==> src/rtl/tsp_pkg.sv <==
package tsp_pkg;

   // Default widths
   localparam int PHASE_BITS_DEF = 16;
   localparam int POS_BITS_DEF   = 24;

   // Symbol codes
   localparam logic [7:0] SYM_STEP  = 8'h46;  // 'F'
   localparam logic [7:0] SYM_LEFT  = 8'h2B;  // '+'
   localparam logic [7:0] SYM_RIGHT = 8'h2D;  // '-'

   // Register indexes on the csr port
   localparam int CSR_ADDR_W = 3;
   localparam logic [CSR_ADDR_W-1:0] CSR_STEP_LENGTH = 3'd0;
   localparam logic [CSR_ADDR_W-1:0] CSR_TURN_PHASE  = 3'd1;
   localparam logic [CSR_ADDR_W-1:0] CSR_HALF_WIDTH  = 3'd2;
   localparam logic [CSR_ADDR_W-1:0] CSR_HALF_HEIGHT = 3'd3;
   localparam logic [CSR_ADDR_W-1:0] CSR_START_X     = 3'd4;
   localparam logic [CSR_ADDR_W-1:0] CSR_START_Y     = 3'd5;

   // Register reset values
   localparam logic [15:0] STEP_LENGTH_RST = 16'd1280;
   localparam logic [23:0] TURN_PHASE_RST  = 24'd21845;
   localparam logic [14:0] HALF_WIDTH_RST  = 15'd512;
   localparam logic [14:0] HALF_HEIGHT_RST = 15'd384;

   // CORDIC constants
   localparam int ITER_W = 4;
   localparam logic [ITER_W-1:0] LAST_ITER = 4'd15;
   localparam logic signed [17:0] CORDIC_GAIN_INV = 18'sd19898;
   localparam logic signed [17:0] Q15_MAX = 18'sd32767;

   // Arctangent per iteration in 2^-32 turn units
   localparam logic [31:0] ATAN_TURNS [16] = '{
      32'd536870912, 32'd316933406, 32'd167458907, 32'd85004756,
      32'd42667331,  32'd21354465,  32'd10679838,  32'd5340245,
      32'd2670163,   32'd1335087,   32'd667544,    32'd333772,
      32'd166886,    32'd83443,     32'd41722,     32'd20861
   };

   // Controller to datapath commands
   typedef struct packed {
      logic              load;    // input transaction accepted
      logic              rot_en;  // one CORDIC iteration
      logic [ITER_W-1:0] iter;
      logic              mul_s;   // product of sine and step
      logic              mul_c;   // x update, product of cosine and step
      logic              fin;     // y update, load result register
   } cmd_type;

   // Datapath to controller status
   typedef struct packed {
      logic is_step;
   } status_type;

endpackage

==> src/rtl/tsp_ctrl.sv <==
module tsp_ctrl (
   input  logic                clock,
   input  logic                reset,
   input  logic                req_valid,
   output logic                req_stall,
   output logic                rsp_valid,
   input  logic                rsp_stall,
   input  tsp_pkg::status_type status,
   output tsp_pkg::cmd_type    cmd
);
   import tsp_pkg::*;

   localparam logic [2:0] ST_IDLE  = 3'd0;
   localparam logic [2:0] ST_ROT   = 3'd1;
   localparam logic [2:0] ST_MUL_S = 3'd2;
   localparam logic [2:0] ST_MUL_C = 3'd3;
   localparam logic [2:0] ST_FIN   = 3'd4;

   logic [2:0]        state_ff, state_in;
   logic [ITER_W-1:0] iter_ff, iter_in;
   logic              rsp_valid_ff, rsp_valid_in;
   logic              accept;
   logic              out_free;

   assign req_stall = (state_ff != ST_IDLE);
   assign accept    = req_valid && !req_stall;
   assign out_free  = !rsp_valid_ff || !rsp_stall;
   assign rsp_valid = rsp_valid_ff;

   // Next state and commands
   always_comb begin
      state_in   = state_ff;
      iter_in    = iter_ff;
      cmd        = '0;
      cmd.iter   = iter_ff;
      cmd.load   = accept;
      unique case (state_ff)
         ST_IDLE: begin
            iter_in = '0;
            if (accept && status.is_step) begin
               state_in = ST_ROT;
            end
         end
         ST_ROT: begin
            cmd.rot_en = 1'b1;
            iter_in    = iter_ff + 1'b1;
            if (iter_ff == LAST_ITER) begin
               state_in = ST_MUL_S;
            end
         end
         ST_MUL_S: begin
            cmd.mul_s = 1'b1;
            state_in  = ST_MUL_C;
         end
         ST_MUL_C: begin
            cmd.mul_c = 1'b1;
            state_in  = ST_FIN;
         end
         ST_FIN: begin
            // hold until the result register can take the point
            if (out_free) begin
               cmd.fin  = 1'b1;
               state_in = ST_IDLE;
            end
         end
         default: begin
            state_in = ST_IDLE;
         end
      endcase
   end

   // Result valid: set on finish, cleared when taken
   always_comb begin
      rsp_valid_in = rsp_valid_ff;
      if (rsp_valid_ff && !rsp_stall) begin
         rsp_valid_in = 1'b0;
      end
      if (cmd.fin) begin
         rsp_valid_in = 1'b1;
      end
   end

   always_ff @(posedge clock) begin
      if (reset) begin
         state_ff     <= ST_IDLE;
         iter_ff      <= '0;
         rsp_valid_ff <= 1'b0;
      end else begin
         state_ff     <= state_in;
         iter_ff      <= iter_in;
         rsp_valid_ff <= rsp_valid_in;
      end
   end

endmodule

==> src/rtl/tsp_datapath.sv <==
module tsp_datapath #(
   parameter int PHASE_BITS = tsp_pkg::PHASE_BITS_DEF,
   parameter int POS_BITS   = tsp_pkg::POS_BITS_DEF,
   localparam int CSR_W     = (POS_BITS > PHASE_BITS) ? POS_BITS : PHASE_BITS
) (
   input  logic                        clock,
   input  logic                        reset,
   input  logic                        csr_we,
   input  logic [tsp_pkg::CSR_ADDR_W-1:0] csr_addr,
   input  logic [CSR_W-1:0]            csr_wdata,
   input  logic [7:0]                  req_symbol,
   input  logic                        req_restart,
   output logic signed [POS_BITS-1:0]  rsp_point_x,
   output logic signed [POS_BITS-1:0]  rsp_point_y,
   input  tsp_pkg::cmd_type            cmd,
   output tsp_pkg::status_type         status
);
   import tsp_pkg::*;

   localparam int SUM_W = POS_BITS + 10;

   // Configuration registers
   logic [15:0]           step_length_ff;
   logic [PHASE_BITS-1:0] turn_phase_ff;
   logic [14:0]           half_width_ff;
   logic [14:0]           half_height_ff;
   logic [POS_BITS-1:0]   start_x_ff;
   logic [POS_BITS-1:0]   start_y_ff;

   // Turtle state
   logic [PHASE_BITS-1:0] heading_ff, heading_in;
   logic [POS_BITS-1:0]   pos_x_ff, pos_x_in;
   logic [POS_BITS-1:0]   pos_y_ff, pos_y_in;

   // CORDIC and multiplier
   logic signed [17:0] x_ff, x_in;
   logic signed [17:0] y_ff, y_in;
   logic signed [32:0] z_ff, z_in;
   logic               flip_ff, flip_in;
   logic signed [17:0] xs, ys;
   logic signed [32:0] atan_ext;
   logic signed [17:0] trig_raw, trig_neg, trig_clamp;
   logic signed [33:0] prod, prod_ff;

   // Result register
   logic [POS_BITS-1:0] rsp_x_ff, rsp_y_ff;

   assign status.is_step = (req_symbol == SYM_STEP);
   assign rsp_point_x    = rsp_x_ff;
   assign rsp_point_y    = rsp_y_ff;

   // Round the Q.23 product to Q.8, add, and apply the window limit
   function automatic logic [POS_BITS-1:0] move_coord(
      input logic [POS_BITS-1:0] pos,
      input logic signed [33:0]  p,
      input logic [14:0]         limit
   );
      logic signed [33:0]      rnd;
      logic signed [SUM_W-1:0] delta, sum, lim;
      rnd   = (p + 34'sd16384) >>> 15;
      delta = SUM_W'(rnd);
      sum   = SUM_W'($signed(pos)) + delta;
      lim   = SUM_W'($signed({1'b0, limit, 8'b0}));
      if (sum > lim || sum < -lim) begin
         sum = '0;
      end
      return sum[POS_BITS-1:0];
   endfunction

   // Config writes
   always_ff @(posedge clock) begin
      if (reset) begin
         step_length_ff <= STEP_LENGTH_RST;
         turn_phase_ff  <= TURN_PHASE_RST[PHASE_BITS-1:0];
         half_width_ff  <= HALF_WIDTH_RST;
         half_height_ff <= HALF_HEIGHT_RST;
         start_x_ff     <= '0;
         start_y_ff     <= '0;
      end else if (csr_we) begin
         unique case (csr_addr)
            CSR_STEP_LENGTH: step_length_ff <= csr_wdata[15:0];
            CSR_TURN_PHASE:  turn_phase_ff  <= csr_wdata[PHASE_BITS-1:0];
            CSR_HALF_WIDTH:  half_width_ff  <= csr_wdata[14:0];
            CSR_HALF_HEIGHT: half_height_ff <= csr_wdata[14:0];
            CSR_START_X:     start_x_ff     <= csr_wdata[POS_BITS-1:0];
            CSR_START_Y:     start_y_ff     <= csr_wdata[POS_BITS-1:0];
            default: ;
         endcase
      end
   end

   // Shared multiplier: sine first, then cosine, sign folded and clamped
   always_comb begin
      trig_raw = cmd.mul_s ? y_ff : x_ff;
      trig_neg = flip_ff ? -trig_raw : trig_raw;
      if (trig_neg > Q15_MAX) begin
         trig_clamp = Q15_MAX;
      end else if (trig_neg < -Q15_MAX) begin
         trig_clamp = -Q15_MAX;
      end else begin
         trig_clamp = trig_neg;
      end
      prod = 34'(trig_clamp) * 34'($signed({1'b0, step_length_ff}));
   end

   // One CORDIC rotation per cycle
   always_comb begin
      xs       = x_ff >>> cmd.iter;
      ys       = y_ff >>> cmd.iter;
      atan_ext = $signed({1'b0, ATAN_TURNS[cmd.iter]});
      x_in     = x_ff;
      y_in     = y_ff;
      z_in     = z_ff;
      flip_in  = flip_ff;
      if (cmd.load) begin
         // fold quadrants 1 and 2 by a half turn
         flip_in = heading_ff[PHASE_BITS-1] ^ heading_ff[PHASE_BITS-2];
         x_in    = CORDIC_GAIN_INV;
         y_in    = '0;
         z_in    = {heading_ff[PHASE_BITS-2], heading_ff[PHASE_BITS-2],
                    heading_ff[PHASE_BITS-2:0], {(32 - PHASE_BITS){1'b0}}};
      end else if (cmd.rot_en) begin
         if (z_ff[32]) begin
            x_in = x_ff + ys;
            y_in = y_ff - xs;
            z_in = z_ff + atan_ext;
         end else begin
            x_in = x_ff - ys;
            y_in = y_ff + xs;
            z_in = z_ff - atan_ext;
         end
      end
   end

   // Heading and position
   always_comb begin
      heading_in = heading_ff;
      pos_x_in   = pos_x_ff;
      pos_y_in   = pos_y_ff;
      if (cmd.load) begin
         if (req_restart) begin
            pos_x_in = start_x_ff;
            pos_y_in = start_y_ff;
         end
         if (req_symbol == SYM_LEFT) begin
            heading_in = heading_ff + turn_phase_ff;
         end else if (req_symbol == SYM_RIGHT) begin
            heading_in = heading_ff - turn_phase_ff;
         end
      end
      if (cmd.mul_c) begin
         pos_x_in = move_coord(pos_x_ff, prod_ff, half_width_ff);
      end
      if (cmd.fin) begin
         pos_y_in = move_coord(pos_y_ff, prod_ff, half_height_ff);
      end
   end

   always_ff @(posedge clock) begin
      if (reset) begin
         heading_ff <= '0;
         pos_x_ff   <= '0;
         pos_y_ff   <= '0;
      end else begin
         heading_ff <= heading_in;
         pos_x_ff   <= pos_x_in;
         pos_y_ff   <= pos_y_in;
      end
   end

   // Payload registers
   always_ff @(posedge clock) begin
      x_ff    <= x_in;
      y_ff    <= y_in;
      z_ff    <= z_in;
      flip_ff <= flip_in;
      if (cmd.mul_s || cmd.mul_c) begin
         prod_ff <= prod;
      end
      if (cmd.fin) begin
         rsp_x_ff <= pos_x_ff;
         rsp_y_ff <= pos_y_in;
      end
   end

endmodule

==> src/rtl/turtle_step_plotter_core.sv <==
// After acceptance an 'F' transaction runs 16 CORDIC iterations, a sine
// and then a cosine product on the shared multiplier, and a final update.
// No new request is taken until the 'F' is done (req_stall stays high);
// turns and other symbols are taken one per cycle while no 'F' is busy.
// Reset (synchronous, active high) zeroes heading and position and loads
// register defaults; the result register keeps one point while stalled.
module turtle_step_plotter_core #(
   parameter int PHASE_BITS = tsp_pkg::PHASE_BITS_DEF,
   parameter int POS_BITS   = tsp_pkg::POS_BITS_DEF,
   localparam int CSR_W     = (POS_BITS > PHASE_BITS) ? POS_BITS : PHASE_BITS
) (
   input  logic                           clock,
   input  logic                           reset,
   input  logic                           csr_we,
   input  logic [tsp_pkg::CSR_ADDR_W-1:0] csr_addr,
   input  logic [CSR_W-1:0]               csr_wdata,
   input  logic                           req_valid,
   output logic                           req_stall,
   input  logic [7:0]                     req_symbol,
   input  logic                           req_restart,
   output logic                           rsp_valid,
   input  logic                           rsp_stall,
   output logic signed [POS_BITS-1:0]     rsp_point_x,
   output logic signed [POS_BITS-1:0]     rsp_point_y
);
   import tsp_pkg::*;

   cmd_type    cmd;
   status_type status;

   tsp_ctrl u_ctrl (
      .clock     (clock),
      .reset     (reset),
      .req_valid (req_valid),
      .req_stall (req_stall),
      .rsp_valid (rsp_valid),
      .rsp_stall (rsp_stall),
      .status    (status),
      .cmd       (cmd)
   );

   tsp_datapath #(
      .PHASE_BITS (PHASE_BITS),
      .POS_BITS   (POS_BITS)
   ) u_datapath (
      .clock       (clock),
      .reset       (reset),
      .csr_we      (csr_we),
      .csr_addr    (csr_addr),
      .csr_wdata   (csr_wdata),
      .req_symbol  (req_symbol),
      .req_restart (req_restart),
      .rsp_point_x (rsp_point_x),
      .rsp_point_y (rsp_point_y),
      .cmd         (cmd),
      .status      (status)
   );

   // Only one datapath operation per cycle
   a_cmd_onehot: assert property (@(posedge clock) disable iff (reset)
      $onehot0({cmd.load, cmd.rot_en, cmd.mul_s, cmd.mul_c, cmd.fin}))
      else $error("datapath commands overlap");

   // No new transaction is taken while the rotator runs
   a_rot_stalls: assert property (@(posedge clock) disable iff (reset)
      cmd.rot_en |-> req_stall)
      else $error("input accepted during rotation");

   // Multiply starts only right after the final rotation
   a_mul_after_rot: assert property (@(posedge clock) disable iff (reset)
      cmd.mul_s |-> ($past(cmd.rot_en) && $past(cmd.iter) == LAST_ITER))
      else $error("multiply without full rotation");

   // A pending point is never overwritten
   a_no_overwrite: assert property (@(posedge clock) disable iff (reset)
      cmd.fin |-> (!rsp_valid || !rsp_stall))
      else $error("result register overwritten while stalled");

endmodule
==> config.mk <==
export PLATFORM = sky130hd
export DESIGN_NAME = turtle_step_plotter_core
export DESIGN_NICKNAME = d
export VERILOG_FILES = /design/src/rtl/tsp_pkg.sv /design/src/rtl/tsp_ctrl.sv /design/src/rtl/tsp_datapath.sv /design/src/rtl/turtle_step_plotter_core.sv
export SDC_FILE = /design/constraint.sdc
export NUM_CORES = 2
export LEC_CHECK = 0
export BUFFER_PORTS_ARGS = -buffer_cell sky130_fd_sc_hd__buf_2
export CAP_MARGIN = 20
export CELL_PAD_IN_SITES_DETAIL_PLACEMENT = 1
export CELL_PAD_IN_SITES_GLOBAL_PLACEMENT = 2
export CORE_ASPECT_RATIO = 0.8
export CORE_MARGIN = 5
export CORE_UTILIZATION = 37
export DETAILED_ROUTE_END_ITERATION = 16
export PLACE_DENSITY = 0.84
export SYNTH_ARGS = -nofsm -noshare
export SYNTH_HDL_FRONTEND = slang
export SYNTH_SLANG_ARGS = --single-unit
==> constraint.sdc <==
create_clock -name clock -period 15 [get_ports clock]
set_input_delay 0 -clock clock [delete_from_list [all_inputs] [get_ports clock]]
set_output_delay 0 -clock clock [all_outputs]
set_load 0.1 [all_outputs]
# == After elaboration in Yosys (flattened, before gate mapping) ==
# Memories as Yosys holds them, arrays and structs flattened.
# Cells that the tools add are included.
# totals
latchBits,0
wordCells,125
output_inout_bits,50
n_memories,1
ff_bits,334
mem_bits_rw,0
inputBits,41
mem_bits_ro,512
# memory_table
memory,words,word_bits,read_ports,rd_ports_with_merged_regs,write_ports,line_no,source
(name not given),16,32,1,0,0,tsp_datapath.sv:110,"atan_ext = $signed({1'b0, ATAN_TURNS[cmd.iter]});"
# classes
reduce_logical,28
order_cmp,7
muxes,33
shifts,2
n_eq_ne,16
n_div,0
add_sub_neg,15
mul,1
bitwise_logic,2
# op_table
op,count
$mux 24,8
$mux 18,6
$mux 33,3
$lt 25x34->1,2
$neg 23->34,2
$mux 32,2
$add 24x19->25,2
$gt 25x24->1,2
$add 18x18->18,2
$sshr 18x4->18,2
$sub 18x18->18,2
$add 34x16->34 const B,1
$mul 18x17->34,1
$add 33x33->33,1
$sub 33x33->33,1
$mux 16,2
$gt 18x16->1 const B,1
$lt 18x16->1 const B,1
$neg 18->18,1
$add 16x16->16,1
$eq 8x6->1 const B,2
$reduce_and 2->1,8
$sub 16x16->16,1
$pmux 3 s5,1
20 further kinds,49

# == Depth between registers and ports, before layout ==
# depth
depth_word,9
mapped_depth,40
depth_no_buf,37

# == Modules after synthesis ==
# A second synthesis with hierarchy kept.
# hier_totals
cells_unflattened,4198
hier_area_um2,35586.6
# modules_own_cells
mod,instances,area_per_inst_um2,cells_each,seq_area_each_um2
tsp_datapath,1,35153.7,4145,7106.8
tsp_ctrl,1,432.9,53,160.2

# == Least setup slack after synthesis ==
# OpenSTA, ideal clock, no wires.
# synth_path
kind,flip-flop to flip-flop
start,reg u_ctrl.state_ff[2]
end,"reg u_datapath.prod_ff[33], data pin"
path_stages_with_launch,37
setup_ns,0.266
t_arrival_ns,9.023
setup_slack_ns,5.710
t_required_ns,14.734
path_buffers,5
synth_period_minus_slack_ns,9.290
path_cell_list,dfxtp_1 > buf_2 > nor3b_1 > buf_2 > clkbuf_1 > mux2_2 > nor2_1 > nand2_1 > o21ai_0 > xnor2_1 > nand4_1 > nor3b_1 > nand4_1 > nand4b_1 > ha_1 > clkbuf_1 > o21ai_1 > buf_2 > nand2_1 > fa_1 > fa_1 > fa_1 > inv_1 > fa_1 > fa_1 > fa_1 > ha_1 > a21oi_1 > nand2b_1 > a211o_1 > a21oi_1 > o21ai_0 > a221oi_1 > o21a_1 > o31a_1 > mux2i_1 > nand4_1
# synth_via
elab_chain_cells,9
elab_cells_between_ends,10
classes_between,1 x add/sub; 1 x mul; 2 x order compare; 1 x eq/ne; 5 x mux
# synth_rtl
item,line_no,source
from (decl),tsp_ctrl.sv:19,"logic [2:0] state_ff, state_in;"
from (signal assigned),tsp_ctrl.sv:89,state_ff <= state_in;
$eq 3x2->1 *,tsp_ctrl.sv:37,unique case (state_ff)
$mux 1 *,tsp_ctrl.sv:37,
$mux 18 *,tsp_datapath.sv:94,trig_raw = cmd.mul_s ? y_ff : x_ff;
$neg 18->18,tsp_datapath.sv:95,trig_neg = flip_ff ? -trig_raw : trig_raw;
$mux 18 *,tsp_datapath.sv:95,
$lt 18x16->1,tsp_datapath.sv:98,end else if (trig_neg < -Q15_MAX) begin
$mux 18,tsp_datapath.sv:98,
$mux 18 *,tsp_datapath.sv:96,if (trig_neg > Q15_MAX) begin
$mul 18x17->34 *,tsp_datapath.sv:103,"prod = 34'(trig_clamp) * 34'($signed({1'b0, step_length_ff}));"
net u_datapath.prod[33],tsp_datapath.sv:43,"logic signed [33:0] prod, prod_ff;"
to (signal assigned),tsp_datapath.sv:178,prod_ff <= prod;
to (decl),tsp_datapath.sv:43,
# The timed path passes the listed nets; every way through them passes the cells marked *.
# A chain may end at the register's enable or synchronous reset.

# == Final worst setup path ==
# layout_path
start,reg u_ctrl.state_ff[1]
end,"reg u_datapath.prod_ff[33], data pin"
# The elaborated chain is that of the path after synthesis.

==> impl_metrics.env <==
export IMPL_cp_max_fo=29
export IMPL_p_int_mw=1.75
export IMPL_synth_nets=4789
export IMPL_fmax_ghz=0.0891
export IMPL_timing_slew_headroom_pct=27.8
export IMPL_period_share_pct=74.8
export IMPL_yosys_warnings=0
export IMPL_ioPinCount=91
export IMPL_leakage_nw=16.8
export IMPL_final_area_um2=38400
export IMPL_pwr_share_comb_pct=23.3
export IMPL_finalSetupViolCount=0
export IMPL_rsz0062_at_grt="false"
export IMPL_dp_cells=5320
export IMPL_dpl_hpwl_mm=84.9
export IMPL_dr_wl_met3_mm=5.78
export IMPL_grt_max_degree=107
export IMPL_cp_start_kind="flip-flop"
export IMPL_switchingPower_uw=834
export IMPL_cts_buffers=42
export IMPL_cpPeakStageDelay_ns=0.90
export IMPL_worst_pin_slew_ns=1.08
export IMPL_postCtsHoldBufs=34
export IMPL_rr_startpoint="u_ctrl.state_ff[1]"
export IMPL_p_sw_share_pct=32.2
export IMPL_routed_wl_mm=111
export IMPL_clock_sinks=320
export IMPL_syn_area_um2=35000
export IMPL_clk_pin_slew_ns=0.06
export IMPL_synthCells=4149
export IMPL_finalNetCount=4818
export IMPL_critPathRequiredTime_ns=15.32
export IMPL_min_path_type="input port to flip-flop"
export IMPL_pre_cts_slack_ns=3.81
export IMPL_post_cts_buffers=0
export IMPL_slowest_stage="o21ai_0"
export IMPL_nFillCells=11100
export IMPL_drv_slew=0
export IMPL_min_to="u_datapath.pos_y_ff[0]"
export IMPL_num_vias=29900
export IMPL_hp_start="req_restart"
export IMPL_yosys_register_bits=320
export IMPL_die_y_um=285
export IMPL_clock_tree_htree_level_count=2
export IMPL_async_flop_share_pct=0
export IMPL_p_per_area_nw_per_um2=67.4
export IMPL_post_cts_resize_count=0
export IMPL_wire_per_inst_um=20.4
export IMPL_period_needed_ns=11.22
export IMPL_cts_tree="yes"
export IMPL_grt_pass1_vias=30600
export IMPL_cp_arrival_ns=11.54
export IMPL_drive_gt1_share_pct=7.41
export IMPL_synth_seq_area_share_pct=20.8
export IMPL_antenna_found_initial=3
export IMPL_syn_area_per_cell_um2=8.43
export IMPL_n_antenna_cell=0
export IMPL_p_clk_share_pct=40.8
export IMPL_ys_types=82
export IMPL_r2r_cells=37
export IMPL_dpl_cell_area_um2=36600
export IMPL_p_total_mw=2.59
export IMPL_status="finished, final reports clean"
export IMPL_drt_iter0_drc=1803
export IMPL_cp_top_family="compound AO/OA/AOI/OAI gates"
export IMPL_worst_r2r_endpoint="u_datapath.prod_ff[33]"
export IMPL_drc=0
export IMPL_die_x_um=354
export IMPL_wl_met1_mm=55.1
export IMPL_cts_root_buf="clkbuf_16"
export IMPL_synth_edf_count=86
export IMPL_grtUsageTotal_pct=21.5
export IMPL_reg2reg_slack_ns=3.78
export IMPL_cts_max_path_buffers=3
export IMPL_end_kind="flip-flop"
export IMPL_worst_slack_ns=3.78
export IMPL_ant_nets=0
export IMPL_max_cap_violations=0
export IMPL_synth_flop_cell="dfxtp_1"
export IMPL_insertion_delay_ns=0.62
export IMPL_syn_to_final_growth_pct=9.80
export IMPL_dr_wl_met2_mm=48.3
export IMPL_irDropWorstVdd_v=0.0000751
export IMPL_core_area_um2=93500
export IMPL_hold_viol=0
export IMPL_io_buffers=90
export IMPL_clock_skew_ns=0.0608
export IMPL_crit_buf_inv=7
export IMPL_start_util_pct=37.4
export IMPL_power_frac_seq_pct=35.8
export IMPL_row_count=100
export IMPL_critPathKind="flip-flop to flip-flop"
export IMPL_fp_dieArea_um2=101000
export IMPL_gp_congestion=0.875
export IMPL_routed_top_layer="met4"
export IMPL_crit_start="u_ctrl.state_ff[1]"
export IMPL_vias_per_cell=5.49
export IMPL_layout_cells_non_filler=5436
export IMPL_first_pass_iters=6
export IMPL_hold_path_cell_count=4
export IMPL_grt_first_pass_wirelength_mm=175
export IMPL_gr_total_overflow=0
export IMPL_fin_setup_tns_ns=0
cell type report:
type / instances / area [µm²] / share of cell area, %
clock inverters: 26 / 304 / 0.791
multi-input cells: 3205 / 25400 / 66.0
flip-flops and latches: 320 / 7270 / 18.9
inverters: 434 / 1630 / 4.24
clock buffers: 52 / 1120 / 2.91
well taps: 1224 / 1530 / 3.99
repair buffers: 175 / 1210 / 3.14
through the flow:
step | utilization [%] | hold WS (ns)
after detailed placement | 39.2 | 0.276
final | 41.1 | 0.0600
after global routing | 41.1 | 0.0637
after global placement | 39.2 | 0.271
after floorplan | - | 0.118
after CTS | 41.0 | 0.0228
synth_stat cells (15+ instances only):
library cell    n  area share, %
and3_1         32           0.57
nor4_1         16           0.29
mux2i_1        54            1.5
a211oi_1       43           0.92
inv_1         433            4.6
a21oi_1       330            4.7
xnor2_1       166            4.2
o31ai_1        24           0.51
nand3_1       112            1.6
or3_1          15           0.27
o21bai_1       18           0.39
nand4_1        33           0.59
edfxtp_1       86            7.4
nor3_1         69           0.99
buf_1          19           0.20
nor2b_1        37           0.66
dfxtp_1       234             13
o211ai_1       19           0.41
a211o_1        17           0.43
mux4_2         36            2.3
nand2b_1       42           0.75
nand3b_1       18           0.39
a31oi_1        24           0.43
nor2_1        179            1.9
and2_1        128            2.3
a21o_1         79            1.7
clkbuf_1      140            1.5
fa_1          292             17
ha_1          307             11
o21a_1         28           0.60
xor2_1         94            2.4
o21ai_0       170            2.4
mux2_2         19           0.61
buf_2          21           0.30
nand2_1       650            7.0
tightest hold or removal path: stages:
cell     delay (ns)
buf_2          0.28
nand3_1        0.16
a21o_1         0.12
a21oi_1        0.06
worst max-delay path by stage:
stage	to	slack, ns	cells past startpoint
after global placement	u_datapath.prod_ff[33]	4.29	37
final	u_datapath.prod_ff[33]	3.78	37
after detailed placement	u_datapath.prod_ff[33]	3.81	35
after CTS	u_datapath.prod_ff[33]	3.79	35
after floorplan	u_datapath.prod_ff[33]	5.71	36
after global routing	u_datapath.prod_ff[33]	2.92	37
registers in the layout, summed over array words and instances, names as in the netlist, 18 cells and up:
register,flops
u_datapath.x_ff,18
u_datapath.z_ff,33
u_datapath.y_ff,18
u_datapath.rsp_point_x,24
u_datapath.start_y_ff,24
u_datapath.pos_x_ff,24
u_datapath.pos_y_ff,24
u_datapath.rsp_point_y,24
u_datapath.prod_ff,20
u_datapath.start_x_ff,24
power by group through the flow:
stage	combinational, mW	clock (mW)	sequential [mW]
2_1_floorplan	0.428	0	0.936
3_3_place_gp	0.579	0	0.945
3_5_place_dp	0.596	0	0.946
4_1_cts	0.608	1.08	0.927
5_1_grt	0.687	1.11	0.929
6_report	0.604	1.06	0.928
cell families after synthesis:
group	share of synthesized area [%]
compound gates	15.0
xor+xnor	6.51
simple gates	18.5
mux	4.62
buf+inv	6.92
flops	20.8
fa+ha+maj	27.7
metal layers:
layer / track usage (%) / vias to the layer above
li1: - / 14100
met1: 32.2 / 15000
met2: 33.6 / 639
met3: 2.81 / 98
met4: 3.79 / 0
met5: 0 / -
layout by cell type (no fill, tap or decap), drive strengths merged, types with 13 or more instances in the layout:
master       netlist  routed
nand4             34      34
o21bai            18      18
clkbuf           140      52
a21oi            330     330
a211oi            44      44
dlygate4sd3        0      34
o211ai            19      19
a211o             17      17
nor2             179     179
a31oi             24      24
mux2              19      19
or3               15      15
inv              433     436
nand2            650     650
fa               292     292
and3              32      32
nor2b             37      37
dfxtp            234     234
o21a              28      28
xor2              94      94
mux4              38      38
clkinv             1      15
nor4              16      16
edfxtp            86      86
o21ai            179     179
ha               307     307
and2             128     128
or2               13      13
a21o              79      79
nor3              69      69
nand2b            42      42
nand3b            18      18
mux2i             54      54
nand3            112     112
o31ai             25      25
buf               50     141
nor3b             13      13
xnor2            166     166
Power figures use the tool's default switching activity.
